<file path="config.mk">
export PLATFORM = sky130hd
export DESIGN_NAME = tcp_byte_stream_reassembler_unit_flat
export DESIGN_NICKNAME = d
export VERILOG_FILES = /design/src/rtl/tcpr_pkg.sv /design/src/rtl/tcpr_stream_if.sv /design/src/rtl/tcpr_ram.sv /design/src/rtl/tcpr_front.sv /design/src/rtl/tcpr_back.sv /design/src/rtl/tcp_byte_stream_reassembler_unit.sv /design/src/flat_wrapper.sv
export SDC_FILE = /design/constraint.sdc
export NUM_CORES = 1
export LEC_CHECK = 0
export ABC_CLOCK_PERIOD_IN_PS = 5450
export BUFFER_PORTS_ARGS = -buffer_cell sky130_fd_sc_hd__buf_2
export CORE_MARGIN = 2
export CORE_UTILIZATION = 35
export DETAILED_ROUTE_END_ITERATION = 10
export PLACE_DENSITY = 0.49
export SKIP_LAST_GASP = 1
export SYNTH_ARGS = -nofsm -noshare
export SYNTH_HDL_FRONTEND = slang
export SYNTH_HIERARCHICAL = 1
export SYNTH_SLANG_ARGS = --single-unit
</file>
<file path="constraint.sdc">
create_clock -name i_clk -period 5.45 [get_ports i_clk]
set_input_delay 0.2725 -clock i_clk [delete_from_list [all_inputs] [get_ports i_clk]]
set_output_delay 0.2725 -clock i_clk [all_outputs]
set_load 0.02 [all_outputs]
</file>
<file path="src/rtl/tcpr_pkg.sv">
package tcpr_pkg;

    // Window geometry and field widths.
    localparam int unsigned WINDOW_SIZE = 64;
    localparam int unsigned SLOT_W      = $clog2(WINDOW_SIZE);
    localparam int unsigned POS_W       = 32;
    localparam int unsigned BYTE_W      = 8;
    localparam int unsigned PEND_W      = 7;
    localparam int unsigned CMD_W       = 2;

    // Command queue between the front and the back.
    localparam int unsigned QUEUE_DEPTH = 2;
    localparam int unsigned QPTR_W      = (QUEUE_DEPTH > 1) ? $clog2(QUEUE_DEPTH) : 1;
    localparam int unsigned QCNT_W      = $clog2(QUEUE_DEPTH + 1);

    typedef logic [SLOT_W-1:0] t_slot;
    typedef logic [POS_W-1:0]  t_pos;
    typedef logic [BYTE_W-1:0] t_byte;
    typedef logic [PEND_W-1:0] t_pend;

    // Input command codes; the reserved code behaves as a plain data byte.
    typedef enum logic [CMD_W-1:0] {
        CMD_DATA     = 2'd0,
        CMD_DATA_END = 2'd1,
        CMD_END      = 2'd2,
        CMD_RSVD     = 2'd3
    } t_command;

    // One decoded item as it waits in the queue.
    typedef struct packed {
        logic  has_data;
        logic  sets_end;
        t_pos  index;
        t_pos  end_pos;
        t_byte byte_value;
    } t_cmd_entry;

    // Head of the queue as the back sees it.
    typedef struct packed {
        logic       valid;
        t_cmd_entry entry;
    } t_q_head;

    // Ring slot addition, modulo the window size; both operands are below it.
    function automatic t_slot f_slot_add(t_slot a, t_slot b);
        logic [SLOT_W:0] sum;
        sum = {1'b0, a} + {1'b0, b};
        if (sum >= (SLOT_W + 1)'(WINDOW_SIZE)) begin
            sum = sum - (SLOT_W + 1)'(WINDOW_SIZE);
        end
        return sum[SLOT_W-1:0];
    endfunction

endpackage

</file>
<file path="src/rtl/tcpr_stream_if.sv">
// Input channel: one stream byte or end marker per item.
interface tcpr_in_if import tcpr_pkg::*; ();
    logic                 valid;
    logic                 ready;
    logic [CMD_W-1:0]     command;
    logic [POS_W-1:0]     stream_index;
    logic [BYTE_W-1:0]    byte_value;

    modport source(output valid, command, stream_index, byte_value, input ready);
    modport sink(input valid, command, stream_index, byte_value, output ready);
endinterface

// Output channel: one assembled byte or status per item.
interface tcpr_out_if import tcpr_pkg::*; ();
    logic                 valid;
    logic                 ready;
    logic                 has_byte;
    logic [BYTE_W-1:0]    out_byte;
    logic [POS_W-1:0]     out_position;
    logic [PEND_W-1:0]    pending_count;
    logic                 stream_ended;
    logic                 last_of_run;

    modport source(output valid, has_byte, out_byte, out_position, pending_count,
                   stream_ended, last_of_run, input ready);
    modport sink(input valid, has_byte, out_byte, out_position, pending_count,
                 stream_ended, last_of_run, output ready);
endinterface

</file>
<file path="src/rtl/tcpr_ram.sv">
module tcpr_ram #(
    parameter int unsigned WIDTH = 8,
    parameter int unsigned DEPTH = 64
) (
    input  logic                     i_clk,
    input  logic                     i_wr_en,
    input  logic [$clog2(DEPTH)-1:0] i_wr_addr,
    input  logic [WIDTH-1:0]         i_wr_data,
    input  logic                     i_rd_en,
    input  logic [$clog2(DEPTH)-1:0] i_rd_addr,
    output logic [WIDTH-1:0]         o_rd_data
);

    logic [WIDTH-1:0] r_mem [DEPTH];
    logic [WIDTH-1:0] r_rd_data;

    // One write port and one registered read port.
    always_ff @(posedge i_clk) begin
        if (i_wr_en) begin
            r_mem[i_wr_addr] <= i_wr_data;
        end
        if (i_rd_en) begin
            r_rd_data <= r_mem[i_rd_addr];
        end
    end

    assign o_rd_data = r_rd_data;

endmodule

</file>
<file path="src/rtl/tcpr_front.sv">
module tcpr_front import tcpr_pkg::*; (
    input  logic       i_clk,
    input  logic       i_rst_n,
    tcpr_in_if.sink    i_in,
    input  logic       i_pop,
    output t_q_head    o_q
);

    t_cmd_entry          r_entries [QUEUE_DEPTH];
    logic [QPTR_W-1:0]   r_wr_ptr;
    logic [QPTR_W-1:0]   r_rd_ptr;
    logic [QCNT_W-1:0]   r_count;
    logic [QPTR_W-1:0]   n_wr_ptr;
    logic [QPTR_W-1:0]   n_rd_ptr;
    logic [QCNT_W-1:0]   n_count;
    t_cmd_entry          dec_entry;
    logic                push;
    logic                pop;

    // Decode the command into what the back has to do with the item.
    always_comb begin
        dec_entry.index      = i_in.stream_index;
        dec_entry.byte_value = i_in.byte_value;
        unique case (t_command'(i_in.command))
            CMD_END: begin
                dec_entry.has_data = 1'b0;
                dec_entry.sets_end = 1'b1;
                dec_entry.end_pos  = i_in.stream_index;
            end
            CMD_DATA_END: begin
                dec_entry.has_data = 1'b1;
                dec_entry.sets_end = 1'b1;
                dec_entry.end_pos  = i_in.stream_index + POS_W'(1);
            end
            default: begin
                dec_entry.has_data = 1'b1;
                dec_entry.sets_end = 1'b0;
                dec_entry.end_pos  = i_in.stream_index + POS_W'(1);
            end
        endcase
    end

    assign i_in.ready = (r_count < QCNT_W'(QUEUE_DEPTH));
    assign push       = i_in.valid & i_in.ready;
    assign pop        = i_pop & (r_count != '0);

    // Queue pointers advance with wrap at the queue depth.
    always_comb begin
        n_wr_ptr = r_wr_ptr;
        n_rd_ptr = r_rd_ptr;
        n_count  = r_count;
        if (push) begin
            n_wr_ptr = (r_wr_ptr == QPTR_W'(QUEUE_DEPTH - 1)) ? '0 : r_wr_ptr + QPTR_W'(1);
        end
        if (pop) begin
            n_rd_ptr = (r_rd_ptr == QPTR_W'(QUEUE_DEPTH - 1)) ? '0 : r_rd_ptr + QPTR_W'(1);
        end
        if (push && !pop) begin
            n_count = r_count + QCNT_W'(1);
        end else if (pop && !push) begin
            n_count = r_count - QCNT_W'(1);
        end
    end

    always_ff @(posedge i_clk) begin
        if (!i_rst_n) begin
            r_wr_ptr <= '0;
            r_rd_ptr <= '0;
            r_count  <= '0;
        end else begin
            r_wr_ptr <= n_wr_ptr;
            r_rd_ptr <= n_rd_ptr;
            r_count  <= n_count;
        end
    end

    // Queue storage needs no reset.
    always_ff @(posedge i_clk) begin
        if (push) begin
            r_entries[r_wr_ptr] <= dec_entry;
        end
    end

    assign o_q.valid = (r_count != '0);
    assign o_q.entry = r_entries[r_rd_ptr];

    // The occupancy never exceeds the queue depth.
    a_count_bound: assert property (@(posedge i_clk) disable iff (!i_rst_n)
        r_count <= QCNT_W'(QUEUE_DEPTH))
        else $error("command queue overfilled");

    // The back only pops a queue that holds an item.
    a_pop_nonempty: assert property (@(posedge i_clk) disable iff (!i_rst_n)
        i_pop |-> (r_count != '0))
        else $error("pop from empty command queue");

endmodule

</file>
<file path="src/rtl/tcpr_back.sv">
module tcpr_back import tcpr_pkg::*; (
    input  logic        i_clk,
    input  logic        i_rst_n,
    input  t_q_head     i_q,
    output logic        o_pop,
    tcpr_out_if.source  o_out
);

    typedef enum logic [2:0] {
        S_IDLE  = 3'b001,
        S_CHECK = 3'b010,
        S_EMIT  = 3'b100
    } t_state;

    t_state                 r_state, n_state;
    logic [WINDOW_SIZE-1:0] r_valid, n_valid;
    t_pos                   r_head, n_head;
    t_slot                  r_head_slot, n_head_slot;
    t_pend                  r_pending, n_pending;
    logic                   r_end_known, n_end_known;
    t_pos                   r_end, n_end;

    logic                   r_out_valid, n_out_valid;
    logic                   r_has_byte, n_has_byte;
    t_byte                  r_out_byte, n_out_byte;
    t_pos                   r_out_pos, n_out_pos;
    t_pend                  r_out_pend, n_out_pend;
    logic                   r_out_ended, n_out_ended;
    logic                   r_out_last, n_out_last;

    t_cmd_entry             ent;
    t_pos                   off;
    t_pos                   end_diff;
    t_pos                   head_inc;
    t_pos                   head_end_diff;
    t_pos                   inc_end_diff;
    t_slot                  wr_slot;
    t_slot                  next_slot;
    logic                   in_win;
    logic                   behind;
    logic                   past_end;
    logic                   do_store;
    logic                   at_end;
    logic                   deliverable;
    logic                   more;
    logic                   out_free;
    logic                   rd_en;
    t_byte                  rd_data;

    // Window position of the queued item relative to the head.
    assign ent           = i_q.entry;
    assign off           = ent.index - r_head;
    assign end_diff      = ent.index - r_end;
    assign in_win        = (off < POS_W'(WINDOW_SIZE));
    assign behind        = off[POS_W-1];
    assign past_end      = r_end_known & ~end_diff[POS_W-1];
    assign wr_slot       = f_slot_add(r_head_slot, off[SLOT_W-1:0]);
    assign do_store      = (r_state == S_IDLE) & i_q.valid & ent.has_data & in_win
                         & ~past_end & ~r_valid[wr_slot];

    // Drain conditions at the head.
    assign head_inc      = r_head + POS_W'(1);
    assign head_end_diff = r_head - r_end;
    assign inc_end_diff  = head_inc - r_end;
    assign next_slot     = f_slot_add(r_head_slot, SLOT_W'(1));
    assign at_end        = r_end_known & (r_head == r_end);
    assign deliverable   = r_valid[r_head_slot] & ~at_end;
    assign more          = r_valid[next_slot] & ~(r_end_known & (head_inc == r_end));
    assign out_free      = ~r_out_valid | o_out.ready;
    assign rd_en         = (r_state == S_CHECK) & deliverable;
    assign o_pop         = (r_state == S_IDLE) & i_q.valid;

    tcpr_ram #(
        .WIDTH(BYTE_W),
        .DEPTH(WINDOW_SIZE)
    ) u_window (
        .i_clk     (i_clk),
        .i_wr_en   (do_store),
        .i_wr_addr (wr_slot),
        .i_wr_data (ent.byte_value),
        .i_rd_en   (rd_en),
        .i_rd_addr (r_head_slot),
        .o_rd_data (rd_data)
    );

    // Store, end latch and drain sequencing.
    always_comb begin
        n_state     = r_state;
        n_valid     = r_valid;
        n_head      = r_head;
        n_head_slot = r_head_slot;
        n_pending   = r_pending;
        n_end_known = r_end_known;
        n_end       = r_end;
        n_out_valid = r_out_valid & ~o_out.ready;
        n_has_byte  = r_has_byte;
        n_out_byte  = r_out_byte;
        n_out_pos   = r_out_pos;
        n_out_pend  = r_out_pend;
        n_out_ended = r_out_ended;
        n_out_last  = r_out_last;
        unique case (r_state)
            S_IDLE: begin
                if (i_q.valid) begin
                    if (do_store) begin
                        n_valid[wr_slot] = 1'b1;
                        n_pending        = r_pending + PEND_W'(1);
                    end
                    if (ent.sets_end && !r_end_known && (in_win || behind)) begin
                        n_end_known = 1'b1;
                        n_end       = ent.end_pos;
                    end
                    n_state = S_CHECK;
                end
            end
            S_CHECK: begin
                if (deliverable) begin
                    n_state = S_EMIT;
                end else if (out_free) begin
                    // Nothing to deliver: one status-only result.
                    n_out_valid = 1'b1;
                    n_has_byte  = 1'b0;
                    n_out_byte  = '0;
                    n_out_pos   = r_head;
                    n_out_pend  = r_pending;
                    n_out_ended = r_end_known & ~head_end_diff[POS_W-1];
                    n_out_last  = 1'b1;
                    n_state     = S_IDLE;
                end
            end
            S_EMIT: begin
                if (out_free) begin
                    n_out_valid          = 1'b1;
                    n_has_byte           = 1'b1;
                    n_out_byte           = rd_data;
                    n_out_pos            = r_head;
                    n_valid[r_head_slot] = 1'b0;
                    n_head               = head_inc;
                    n_head_slot          = next_slot;
                    if (r_pending != '0) begin
                        n_pending = r_pending - PEND_W'(1);
                    end
                    n_out_pend  = n_pending;
                    n_out_ended = r_end_known & ~inc_end_diff[POS_W-1];
                    n_out_last  = ~more;
                    n_state     = more ? S_CHECK : S_IDLE;
                end
            end
            default: begin
                n_state = S_IDLE;
            end
        endcase
    end

    always_ff @(posedge i_clk) begin
        if (!i_rst_n) begin
            r_state     <= S_IDLE;
            r_valid     <= '0;
            r_head      <= '0;
            r_head_slot <= '0;
            r_pending   <= '0;
            r_end_known <= 1'b0;
            r_end       <= '0;
            r_out_valid <= 1'b0;
        end else begin
            r_state     <= n_state;
            r_valid     <= n_valid;
            r_head      <= n_head;
            r_head_slot <= n_head_slot;
            r_pending   <= n_pending;
            r_end_known <= n_end_known;
            r_end       <= n_end;
            r_out_valid <= n_out_valid;
        end
    end

    // Output payload register.
    always_ff @(posedge i_clk) begin
        r_has_byte  <= n_has_byte;
        r_out_byte  <= n_out_byte;
        r_out_pos   <= n_out_pos;
        r_out_pend  <= n_out_pend;
        r_out_ended <= n_out_ended;
        r_out_last  <= n_out_last;
    end

    assign o_out.valid         = r_out_valid;
    assign o_out.has_byte      = r_has_byte;
    assign o_out.out_byte      = r_out_byte;
    assign o_out.out_position  = r_out_pos;
    assign o_out.pending_count = r_out_pend;
    assign o_out.stream_ended  = r_out_ended;
    assign o_out.last_of_run   = r_out_last;

    // The pending count never exceeds the window.
    a_pending_bound: assert property (@(posedge i_clk) disable iff (!i_rst_n)
        r_pending <= PEND_W'(WINDOW_SIZE))
        else $error("pending count beyond window size");

    // A byte is only emitted from a slot that is marked valid.
    a_emit_valid: assert property (@(posedge i_clk) disable iff (!i_rst_n)
        (r_state == S_EMIT) |-> r_valid[r_head_slot])
        else $error("emitting from an empty window slot");

    // A popped item always moves on to the drain check.
    a_pop_to_check: assert property (@(posedge i_clk) disable iff (!i_rst_n)
        o_pop |=> (r_state == S_CHECK))
        else $error("popped item not checked");

    // A status-only result always closes its run.
    a_status_last: assert property (@(posedge i_clk) disable iff (!i_rst_n)
        (r_out_valid && !r_has_byte) |-> r_out_last)
        else $error("status result not marked last");

endmodule

</file>
<file path="src/rtl/tcp_byte_stream_reassembler_unit.sv">
// An accepted item waits in a two-entry queue and is stored at the edge that takes it out;
// the check state that follows registers a status result, or reads the window so that the
// emit state after it registers a first byte.
// An item is drained before the next one leaves the queue: each delivered byte takes a check
// pass with the window RAM read and an emit pass, one byte per pass, and receiver stalls hold it.
// Reset: synchronous, active low; clears valid marks, head, counts and end latch, not the RAM.
module tcp_byte_stream_reassembler_unit import tcpr_pkg::*; (
    input  logic        i_clk,
    input  logic        i_rst_n,
    tcpr_in_if.sink     i_in,
    tcpr_out_if.source  o_out
);

    t_q_head q_head;
    logic    q_pop;

    tcpr_front u_front (
        .i_clk   (i_clk),
        .i_rst_n (i_rst_n),
        .i_in    (i_in),
        .i_pop   (q_pop),
        .o_q     (q_head)
    );

    tcpr_back u_back (
        .i_clk   (i_clk),
        .i_rst_n (i_rst_n),
        .i_q     (q_head),
        .o_pop   (q_pop),
        .o_out   (o_out)
    );

endmodule

</file>
<file path="src/flat_wrapper.sv">
// flat-port wrapper written by rule: the top's interface ports become plain ports
module tcp_byte_stream_reassembler_unit_flat import tcpr_pkg::*;
  (i_clk, i_rst_n, i_in_valid, i_in_command, i_in_stream_index, i_in_byte_value, i_in_ready, o_out_valid, o_out_has_byte, o_out_out_byte, o_out_out_position, o_out_pending_count, o_out_stream_ended, o_out_last_of_run, o_out_ready);
  tcpr_in_if i_in_i ();
  tcpr_out_if o_out_i ();
  input  logic i_clk;
  input  logic i_rst_n;
  input wire logic [$bits(i_in_i.valid)-1:0] i_in_valid;
  input wire logic [$bits(i_in_i.command)-1:0] i_in_command;
  input wire logic [$bits(i_in_i.stream_index)-1:0] i_in_stream_index;
  input wire logic [$bits(i_in_i.byte_value)-1:0] i_in_byte_value;
  output wire logic [$bits(i_in_i.ready)-1:0] i_in_ready;
  output wire logic [$bits(o_out_i.valid)-1:0] o_out_valid;
  output wire logic [$bits(o_out_i.has_byte)-1:0] o_out_has_byte;
  output wire logic [$bits(o_out_i.out_byte)-1:0] o_out_out_byte;
  output wire logic [$bits(o_out_i.out_position)-1:0] o_out_out_position;
  output wire logic [$bits(o_out_i.pending_count)-1:0] o_out_pending_count;
  output wire logic [$bits(o_out_i.stream_ended)-1:0] o_out_stream_ended;
  output wire logic [$bits(o_out_i.last_of_run)-1:0] o_out_last_of_run;
  input wire logic [$bits(o_out_i.ready)-1:0] o_out_ready;
  assign i_in_i.valid = i_in_valid;
  assign i_in_i.command = i_in_command;
  assign i_in_i.stream_index = i_in_stream_index;
  assign i_in_i.byte_value = i_in_byte_value;
  assign i_in_ready = i_in_i.ready;
  assign o_out_valid = o_out_i.valid;
  assign o_out_has_byte = o_out_i.has_byte;
  assign o_out_out_byte = o_out_i.out_byte;
  assign o_out_out_position = o_out_i.out_position;
  assign o_out_pending_count = o_out_i.pending_count;
  assign o_out_stream_ended = o_out_i.stream_ended;
  assign o_out_last_of_run = o_out_i.last_of_run;
  assign o_out_i.ready = o_out_ready;
  tcp_byte_stream_reassembler_unit u_core (.i_clk(i_clk), .i_rst_n(i_rst_n), .i_in(i_in_i), .o_out(o_out_i));
endmodule
</file>
== Word-level counts from Yosys, hierarchy flattened ==
Memories as Yosys holds them, arrays and structs flattened. A register that Yosys moved wholly into a read port is not among the register bits.
Index checks and enable logic that the tools add are counted.
Storage, ports and cells
  input bits: 46
  output and inout bits: 52
  word-level logic and storage cells: 171
  register bits after elaboration: 200
  memories kept: 2
  RAM bits: 660
Memories
  u_core.u_back.u_window.r_mem: words 64, bits a word 8, rd ports 1, clocked after memory_dff 1, write ports 1, line tcpr_ram.sv:14  | logic [WIDTH-1:0] r_mem [DEPTH];
  u_core.u_front.r_entries: words 2, bits a word 74, rd ports 1, clocked after memory_dff 1, write ports 1, line tcpr_front.sv:9  | t_cmd_entry r_entries [QUEUE_DEPTH];
Operators by class
  equality and inequality tests: 13
  bitwise gates (word level): 30
  reduce and logical (&&, ||, !) cells: 21
  add/subtract/negate cells: 16
  $lt $le $gt $ge: 9
  mux-type cells: 63
Operator list (count)
  $mux 64: 3
  $pmux 64 s2: 1
  $sub 32x32->32: 4
  $mux 32: 3
  $add 32x1->32 const B: 2
  $and 64x64->64: 1
  $eq 32x32->1: 2
  $not 64->64: 1
  $or 64x64->64: 1
  $pmux 32 s2: 1
  $mux 7: 6
  $lt 32x7->1 const B: 1
  $pmux 7 s2: 2
  $mux 8: 3
  $mux 1: 23
  $lt 6x7->1 const B: 3
  $bmux 1 s6: 3
  $and 1x1->1: 16
  $pmux 8 s2: 1
  $ge 7x7->1 const B: 2
  $demux 1 s6: 2
  $ge 6x1->1 const B: 2
  $mux 3: 4
  $mux 6: 2
  30 further kinds: 63

== Logic depth before layout (Yosys ltp) ==
  depth after elaboration: 12
  mapped depth: 24
  depth with buffers taken out: 22

== By module ==
The synthesis kept the hierarchy.
By module, submodules not included
  tcpr_ram: cells each 940, instances 1, area each 20246.9 um^2
  tcpr_back: cells each 1653, instances 1, area each 14308.7 um^2
  tcpr_front: cells each 354, instances 1, area each 6262.3 um^2

== Least setup slack after synthesis ==
No wires, ideal clock.
  path kind: flip-flop to flip-flop
  start: register (tool-made name)
  end: memory u_core.u_back.u_window.r_mem[62][0] (enable)
  arrival time: 5.430 ns
  data required time: 5.080 ns
  stages on the path, launching flop included: 22
  setup time: 0.370 ns
  slack: -0.350 ns
  period minus slack after synthesis: 5.800 ns
  path through: dfxtp_1 clkbuf_1 clkbuf_1 mux2_2 inv_1 ha_1 fa_1 fa_1 xor2_1 clkinv_1 clkbuf_1 buf_1 mux4_2 nand2_1 a21oi_1 o21ai_0 nor3b_1 nand3_1 nor2_1 nor2b_1 nand3_1 nor2_1
RTL lines (line)
  to (decl): tcpr_ram.sv:14

==> flow_summary.json <==
{
  "outcome": "finished, final reports clean",
  "cts_root_buf": "clkbuf_16",
  "synth_fp_nets": 3132,
  "drt-total-wl_um": 122000,
  "gp_congestion": 0.915,
  "drt-vias-per-instance": 5.56,
  "synth.lib_cells_used.distinct": 87,
  "synth_edf_count": 718,
  "die_area_sq_um": 119000,
  "finalCritPeriodShare_pct": 97.6,
  "grt_setup_unrepaired": "yes",
  "crit_path_start_kind": "register",
  "ys.flop_type": "edfxtp_1",
  "clock_latency_ns": 0.68,
  "clock_skew_ns": 0.0229,
  "path_class": "register to register",
  "wire_per_inst_um": 25.4,
  "setup_violations": 0,
  "initial_core_util_pct": 35.2,
  "powerDensity_nw_per_um2": 398,
  "cp_max_fo": 19,
  "ir_worst_vdd_mv": 0.229,
  "fin_util_pct": 41.4,
  "final.min_clock_period_ns": 5.32,
  "p_leak_nw": 15.6,
  "relSlewSlack_pct": 24.7,
  "grt_pass1_vias": 27200,
  "grt_max_degree": 103,
  "max_cap_violations": 0,
  "slew_viol_final": 0,
  "hold_path.startpoint": "i_in_command[1]",
  "synth_area_sq_um": 40800,
  "dr.pass1.iters": 7,
  "power_mw": 19.1,
  "yosysWarnings": 6,
  "antenna_found_initial": 4,
  "drt_iter0_markers": 2419,
  "vias": 26800,
  "port_buffers": 97,
  "hold_viol_final": 0,
  "holdCritPathClass": "input pin to register",
  "drive_gt1_share_pct": 23.3,
  "endpoint_kind": "register",
  "ant_nets": 0,
  "synthToLayoutAreaGrowth_pct": 17.4,
  "grt_pass1_wl_um": 182000,
  "diodes": 0,
  "die_x_um": 346,
  "post-cts-setup-buffers": 0,
  "h-tree-depth": 3,
  "fp-row-count": 125,
  "path_clk_slew_ns": 0.06,
  "io_pins": 98,
  "ctsLongestPathBuffers": 3,
  "critPathRequiredTime_ns": 5.82,
  "die_h_um": 346,
  "rrSetupSlack_ns": 0.13,
  "tightest_slew_ns": 1.12,
  "cp.arrival_ns": 5.69,
  "coreArea_sq_um": 116000,
  "drc": 0,
  "async_flop_share_pct": 0,
  "ys_seq_area_share_pct": 60.2,
  "nets": 3397,
  "cts_inserted_buffers": 91,
  "track_usage_pct": 20.3,
  "cts_tree": "yes",
  "syn-instance-count": 2947,
  "max_freq_mhz": 188,
  "clkSinkCount": 869,
  "dpl.hpwl_um": 83800,
  "syn-mean-instance-area_sq_um": 13.9,
  "ys_ff_latch": 869,
  "overflow": 0
}
[cell usage in the layout (no fill, tap or decap), types with 28 or more instances in the layout]
cell           instances
edfxtp_1             718
nor2_1               183
buf_4                170
mux4_2               159
nand2_1              156
dfxtp_1              145
ha_1                 137
nand3_1              101
a21oi_1               99
buf_2                 96
clkbuf_16             91
inv_1                 91
xnor2_1               90
mux2_2                88
o21ai_0               85
o211ai_1              78
nand4_1               56
dlygate4sd3_1         41
mux2i_1               41
o21ai_1               41
nor2b_1               34
o31ai_1               33
a21o_1                32
nor3_1                30
xor2_1                28
[synth_stat cells (all sizes together), types with 20 or more instances]
master | number | share of area, %
nor3 | 35 | 0.47
mux2 | 96 | 2.6
o211ai | 78 | 1.4
o31ai | 35 | 0.68
nor2b | 36 | 0.55
a221oi | 20 | 0.47
nand2b | 24 | 0.37
nand3 | 105 | 1.3
mux4 | 159 | 8.8
buf | 64 | 0.98
and2 | 20 | 0.31
xor2 | 28 | 0.60
nor2 | 212 | 1.9
nand4 | 57 | 0.89
o21ai | 127 | 1.6
ha | 137 | 4.2
xnor2 | 90 | 1.9
mux2i | 42 | 1.0
a211oi | 20 | 0.37
inv | 92 | 0.85
a21oi | 103 | 1.3
edfxtp | 718 | 53
clkbuf | 87 | 0.80
dfxtp | 151 | 7.4
nand2 | 160 | 1.5
a21o | 32 | 0.59
[routing by layer]
metal / vias up / share of wire [%] / GRT usage, %
met2: 843 / 49 / 34.5
met1: 13700 / 43 / 26.6
met4: 2 / 2.8 / 6.02
li1: 12000 / - / -
met5: - / 0.011 / 0
met3: 182 / 5.0 / 3.26
[critical path: stages, from the launching register on]
cell and delay [ns]:
dfxtp_4 0.41, buf_4 0.34, mux2_2 0.42, ha_1 0.35, a21oi_1 0.29, o21ai_0 0.29
a21oi_2 0.33, o22ai_1 0.15, a21oi_1 0.14, nand4_1 0.17, or4_1 0.64, nor3b_1 0.21
nand3_1 0.09, nor2_1 0.13, buf_4 0.18, buf_4 0.14, nand3_1 0.10, buf_4 0.18
nor2_1 0.19, buf_4 0.23
[report_power, final]
part | internal [mW] | switching (mW)
logic | 1.54 | 3.11
clock network | 3.75 | 2.67
registers | 7.88 | 0.0940
[final timing paths]
kind,end,cells after the start
worst max register to register,u_core/u_back/u_window/r_mem[21][4]$_DFFE_PP_,19
worst min register to register,u_core/u_back/o_out.out_position[3]$_DFFE_PP_,0
worst max-delay path,u_core/u_back/u_window/r_mem[21][4]$_DFFE_PP_,19
worst min-delay path,u_core/u_front/r_entries[1][73]$_DFFE_PP_,3
[kinds of logic after synthesis]
family | Yosys count | synth area share (%)
multiplexers | 297 | 12.5
adder cells (fa/ha/maj) | 139 | 4.30
AO/OA/AOI/OAI | 536 | 8.82
buffers and inverters | 245 | 2.65
AND/OR/NAND/NOR | 743 | 9.03
flip-flops | 869 | 60.2
XOR/XNOR | 118 | 2.53
[layout make-up]
class,count,area [sq um]
Multi-Input combinational cell,1833,15500
Clock inverter,54,666
Tap cell,1524,1910
Fill cell,10600,68000
Inverter,94,353
Clock buffer,115,2430
Sequential cell,869,24600
Timing Repair Buffer,323,2490
[metrics by stage]
stage	hold slack, ns	instances	setup WS, ns	instance area [sq um]	setup TNS (ns)
after floorplan	0.371	2947	0.00698	41000	0
after detailed placement	0.464	4602	0.115	44400	0
after global routing	0.124	4812	-0.0861	47900	-13.52
after CTS	0.0971	4812	0.0788	47900	0
final	0.151	4812	0.132	47900	0
after global placement	0.461	4602	0.170	44400	0
[flip-flops by register name (all words and copies together), names as in the netlist, named ones only]
register,count
u_core/u_back/u_window/r_mem,512
u_core/u_front/r_entries,148
u_core/u_back/r_valid,64
u_core/u_back/o_out.out_position,32
u_core/u_back/r_end,32
u_core/u_back/r_head,32
u_core/u_back/o_out.out_byte,8
u_core/u_back/u_window/o_rd_data,8
u_core/u_back/o_out.pending_count,7
u_core/u_back/r_pending,7
u_core/u_back/r_head_slot,6
u_core/u_back/r_state,3
u_core/u_front/r_count,2
u_core/u_back/o_out.has_byte,1
u_core/u_back/o_out.last_of_run,1
u_core/u_back/o_out.stream_ended,1
u_core/u_back/o_out.valid,1
u_core/u_back/r_end_known,1
u_core/u_front/r_rd_ptr,1
u_core/u_front/r_wr_ptr,1
[timing repair]
action                                 in CTS  in global routing
setup endpoints to repair                   0                513
gates resized for setup                     0                  8
hold buffers                               41                  0
endpoints found under the hold margin     103                  0
Power figures use the tool's default switching activity.
